**src/design/isort_pkg.sv**
```systemverilog
// Shared request, result and control types of the insertion sort engine.
package isort_pkg;

  localparam int unsigned DataW = 32;

  // One input request: a run element and its end marker.
  typedef struct packed {
    logic signed [DataW-1:0] value;
    logic                    last;
  } isort_req_t;

  // One result: the next element in ascending order.
  typedef struct packed {
    logic signed [DataW-1:0] sorted_value;
    logic                    final_res;
    logic                    overflow;
  } isort_res_t;

  // Chain control broadcast to every cell.
  typedef struct packed {
    logic insert;  // compare against key, shift greater values right
    logic shift;   // drain: every cell takes its right neighbor
  } isort_ctrl_t;

endpackage

```
**src/design/isort_cell.sv**
```systemverilog
// One compare-and-shift cell of the sorting chain.
module isort_cell import isort_pkg::*; (
  input  logic                    clk_i,
  input  isort_ctrl_t             ctrl_i,
  input  logic                    occ_i,
  input  logic signed [DataW-1:0] key_i,
  input  logic                    left_gt_i,
  input  logic signed [DataW-1:0] left_val_i,
  input  logic signed [DataW-1:0] right_val_i,
  output logic                    gt_o,
  output logic signed [DataW-1:0] val_o
);

  logic signed [DataW-1:0] val_q, val_d;

  // an empty cell counts as greater than any key
  assign gt_o  = !occ_i || (val_q > key_i);
  assign val_o = val_q;

  // insert: a greater value moves right; the first greater cell takes the key
  always_comb begin
    val_d = val_q;
    if (ctrl_i.shift) begin
      val_d = right_val_i;
    end else if (ctrl_i.insert && gt_o) begin
      val_d = left_gt_i ? left_val_i : key_i;
    end
  end

  // payload register, no reset
  always_ff @(posedge clk_i) begin
    val_q <= val_d;
  end

endmodule

```
**config.mk**
```make
export PLATFORM = sky130hd
export DESIGN_NAME = isort_cell
export DESIGN_NICKNAME = d
export VERILOG_FILES = /design/src/design/isort_pkg.sv /design/src/design/isort_cell.sv
export SDC_FILE = /design/constraint.sdc
export NUM_CORES = 1
export LEC_CHECK = 0
export ABC_CLOCK_PERIOD_IN_PS = 10900
export BUFFER_PORTS_ARGS = -buffer_cell sky130_fd_sc_hd__buf_2
export CORE_MARGIN = 1
export CORE_UTILIZATION = 50
export CTS_BUF_LIST = sky130_fd_sc_hd__clkbuf_4
export DETAILED_ROUTE_END_ITERATION = 8
export PLACE_DENSITY = 0.88
export RECOVER_POWER = 25
export SLEW_MARGIN = 20
export SYNTH_ARGS = -nofsm -noshare
export SYNTH_HDL_FRONTEND = slang
export SYNTH_SLANG_ARGS = --single-unit
export TNS_END_PERCENT = 20
```
**constraint.sdc**
```tcl
create_clock -name clk_i -period 10.9 [get_ports clk_i]
set_input_delay 1.635 -clock clk_i [delete_from_list [all_inputs] [get_ports clk_i]]
set_output_delay 1.635 -clock clk_i [all_outputs]
set_load 0.05 [all_outputs]
```
# Word-level counts from Yosys, hierarchy flattened

Cells that the tools add are included.

Register bits: 32
Bits in latches: 0
RAM bits: 0
Memory bits (read-only): 0
Input port bits: 101
Output and inout port bits: 33
Logic and storage cells: 9
Memories: 0

Add/subtract/negate cells: 0
Multipliers: 0
Div/mod/pow operators: 0
Magnitude comparators: 1
Equality and inequality tests: 0
Shift-type cells: 0
Mux-type cells: 3
Bitwise gates (word level): 0
Reduce and logical (&&, ||, !) cells: 4

Operators with widths:

| kind                | count |
|---|---|
| $mux W32            | 3 |
| $gt A32 B32 Y1      | 1 |
| $reduce_bool A2 Y1  | 1 |
| $logic_and A1 B1 Y1 | 1 |
| $logic_not A1 Y1    | 1 |
| $logic_or A1 B1 Y1  | 1 |

# Longest topological paths before layout

Depth after elaboration: 5
Mapped depth: 8
Mapped depth without buffers: 8

# Worst setup path before layout

Ideal clock, no wire load.

Kind: input -> output
Start point: input key_i[14]
End point: output gt_o
Data arrival time: 3,441 ps
Data required time: 9,265 ps
Path slack: 5,824 ps
Cell stages on the path: 7
Buffers on the path: 0
Path through: inv_1 > ha_1 > nand4_2 > nor4_2 > a211oi_1 > o211a_1 > o21ai_1

Cells in the longest elaborated chain, start to end: 2

RTL lines:

| what               | RTL line         | RTL |
|---|---|---|
| start, declared    | isort_cell.sv:6  | `input logic signed [DataW-1:0] key_i,` |
| $gt A32 B32 Y1     | isort_cell.sv:17 | `assign gt_o = !occ_i \|\| (val_q > key_i);` |
| $logic_or A1 B1 Y1 | isort_cell.sv:17 |  |
| end, declared      | isort_cell.sv:10 | `output logic gt_o,` |

No other way between the ends.

# Worst setup path in the final report

Ends and elaborated chain as after synthesis.

==> summary.txt <==
H-tree levels: 2
Die Width: 72.4 um
P per Cell Area: 121 nW/um^2
Fin. Hold Viols: 0
via/cell ratio: 5.12
M2 GR Usage: 0.451
Tcrit/Tclk final: 0.465
crit start category: primary input
Pleak: 1.68 nW
outcome: completed
clock root cell: clkbuf_4
count of clock tree sinks: 32
# resized after CTS: 0
grt met1 use: 0.266
RSZ-0062 raised after global routing: no
post-synth top area share: 0.388
crit-path max FO: 3
residual DRC count: 0
setup slack, reg-to-reg: 8.00 ns
Area growth syn-to-layout: 29.7%
CTS Hold Buffers Added: 0
Ys Warns: 0
Avg Cell Area, Syn: 9.52 um^2
CP max-delay cell: nor4_2
cell accounting for the most synthesized area: edfxtp_1
GPL Wtd Cong: 0.799
total gr overflow: 0
max reg flops: 32
Max-cap violations: 0
met3 global-route usage: 0.0417
Post-DP HPWL: 4800 um
setup_tns: 0 ns
worst path bufs/invs: 3
global-route layer with the greatest usage: met2
critical path endpoint category: primary output
pins over their slew limit: 0
CP Cell Sequence: buf_2 > inv_1 > ha_1 > nand4_2 > nor4_2 > a211oi_1 > o211a_1 > o21ai_1 > buf_2
share of cells above drive strength 1: 0.311
postcts setup bufs: 0
largest net degree at the start of global routing: 66
Port Buffers: 133
most used cell, CP: buf_2
Hold Slack: 1.47 ns
syn_nets: 393
full die area: 5240 um^2
Final setup viols: 0
wire length per cell: 13.3 um
CP Class: in -> out
DRT iter0 DRCs: 47
GR Util All Layers: 0.239
Peak Freq: 0.197 GHz
Final Critical Period: 5.07 ns
Reg clk slew, reported paths: 0.10 ns
CTS tree: built
wire length of the first global-routing pass: 9720 um
io pins: 134
post-route ant nets: 0
Die Y-Extent: 72.4 um
Distinct cells, synth: 25
clock skew: 0.00538 ns
Seq/Total Area, Yosys: 0.388
via count: 2,333
clk_lat worst skew: 0.33 ns
Worst path top cell family by delay: compound AO/OA/AOI/OAI gates
initial core utilization: 0.521
Worst slew margin: 0.309
CTS Buf Count: 5
initial antenna violation count: 0
Seq cells post-synth: 32
Mapped Area: 2470 um^2
dominant cells by area after synthesis: edfxtp_1 39%, ha_1 16%, mux2i_1 13%
CP peak stage delay: 0.36 ns
core area: 4750 um^2
Gate Count Post-Synth: 260
HP Class: reg -> reg
total iterations of the first detailed-routing run: 4
num rows: 25
final WL: 6040 um
NumNets Final: 522
Max Root-Sink Buffers: 2
Critical Path AT: 3.44 ns
vias in the first global route: 2,344
Ant. Diodes: 0
Worst VDD drop: 0.0000858 V
required time worst endpoint: 9.27 ns
Least-Margin Pin Slew: 1.03 ns
[power by group]
| group | internal [W] | leakage, nW | switching (W) | total [W] |
|---|---|---|---|---|
| Clock | 0.0000262 | 0.0315 | 0.0000405 | 0.0000667 |
| Sequential | 0.000155 | 0.332 | 0.00000835 | 0.000163 |
| Combinational | 0.0000496 | 1.31 | 0.000109 | 0.000159 |
[per-layer routing]
layer  part of all wire  up-vias
met2               0.53       69
met4              0.016        0
met1               0.42     1068
li1                   -     1188
met3              0.040        8
met5                  0        -
[stage by stage]
stage / cells / power [W] / cell area (um^2) / utilization / setup slack [ns]
floorplan: 260 / 0.000277 / 2470 / - / 5.82
global placement: 449 / 0.000322 / 3190 / 0.671 / 5.92
detailed placement: 449 / 0.000328 / 3190 / 0.671 / 5.82
CTS: 456 / 0.000394 / 3240 / 0.682 / 5.81
global route: 456 / 0.000409 / 3210 / 0.675 / 5.72
finish: 456 / 0.000389 / 3210 / 0.675 / 5.83
[cells by family (layout without fill, tap and decap cells)]
kind of cell             count (synthesis)  in the layout  share of synthesized area
adder cells (fa/ha/maj)                 32             32                      0.162
AO/OA/AOI/OAI                           62             62                      0.142
multiplexers                            32             32                      0.129
flip-flops                              32             32                      0.388
buffers and inverters                   46            175                     0.0713
AND/OR/NAND/NOR                         56             56                      0.107
[worst reg2reg max path, stage by stage, from the launching register on]
cell	delay [ns]
edfxtp_1	0.41
ha_1	0.33
nand4_2	0.16
nor4_2	0.36
a211oi_1	0.13
o211a_1	0.29
o21ai_4	0.83
[Yosys cell counts]
| cell | n |
|---|---|
| clkbuf_1 | 8 |
| and4_1 | 1 |
| buf_2 | 3 |
| o21ai_1 | 2 |
| mux2i_1 | 32 |
| o21ai_0 | 35 |
| nand4_2 | 1 |
| a21oi_1 | 14 |
| nand4_1 | 5 |
| o31ai_1 | 1 |
| ha_1 | 32 |
| edfxtp_1 | 32 |
| o211a_1 | 2 |
| nor2_1 | 2 |
| or2_1 | 1 |
| o21a_1 | 1 |
| nand3_1 | 5 |
| a211oi_1 | 2 |
| a21o_1 | 3 |
| nand2b_1 | 1 |
| nor4_2 | 2 |
| nand2_1 | 38 |
| a2111oi_2 | 1 |
| inv_1 | 35 |
| o221ai_1 | 1 |
[cell usage in the layout, fill, tap and decap left out, types with 2 or more instances in the layout]
cell and count:
a21o_1 3, o21ai_0 35, ha_1 32, nand4_1 5, nand3_1 5, clkbuf_4 6
clkbuf_1 24, edfxtp_1 32, mux2i_1 32, nand2_1 38, o211a_1 2, a21oi_1 14
inv_1 35, buf_2 109, a211oi_1 2, nor2_1 2, nor4_2 2
[worst paths after layout]
check	from	end	depth (start not counted)
hold reg to reg	val_o[31]	val_o[14]	5
setup reg to reg	val_o[14]	val_o[3]	6
setup / recovery	key_i[14]	gt_o	9
hold / removal	val_o[31]	val_o[14]	5
[final cells by class]
cell class	instances	area, um^2
clock inverters	1	5.00
well taps	67	83.8
multi-input cells	182	1350
clock buffers	6	45.0
fillers	413	1540
flip-flops and latches	32	961
repair buffers	133	636
inverters	35	131
Note: power is estimated with default switching activity, not from simulation.
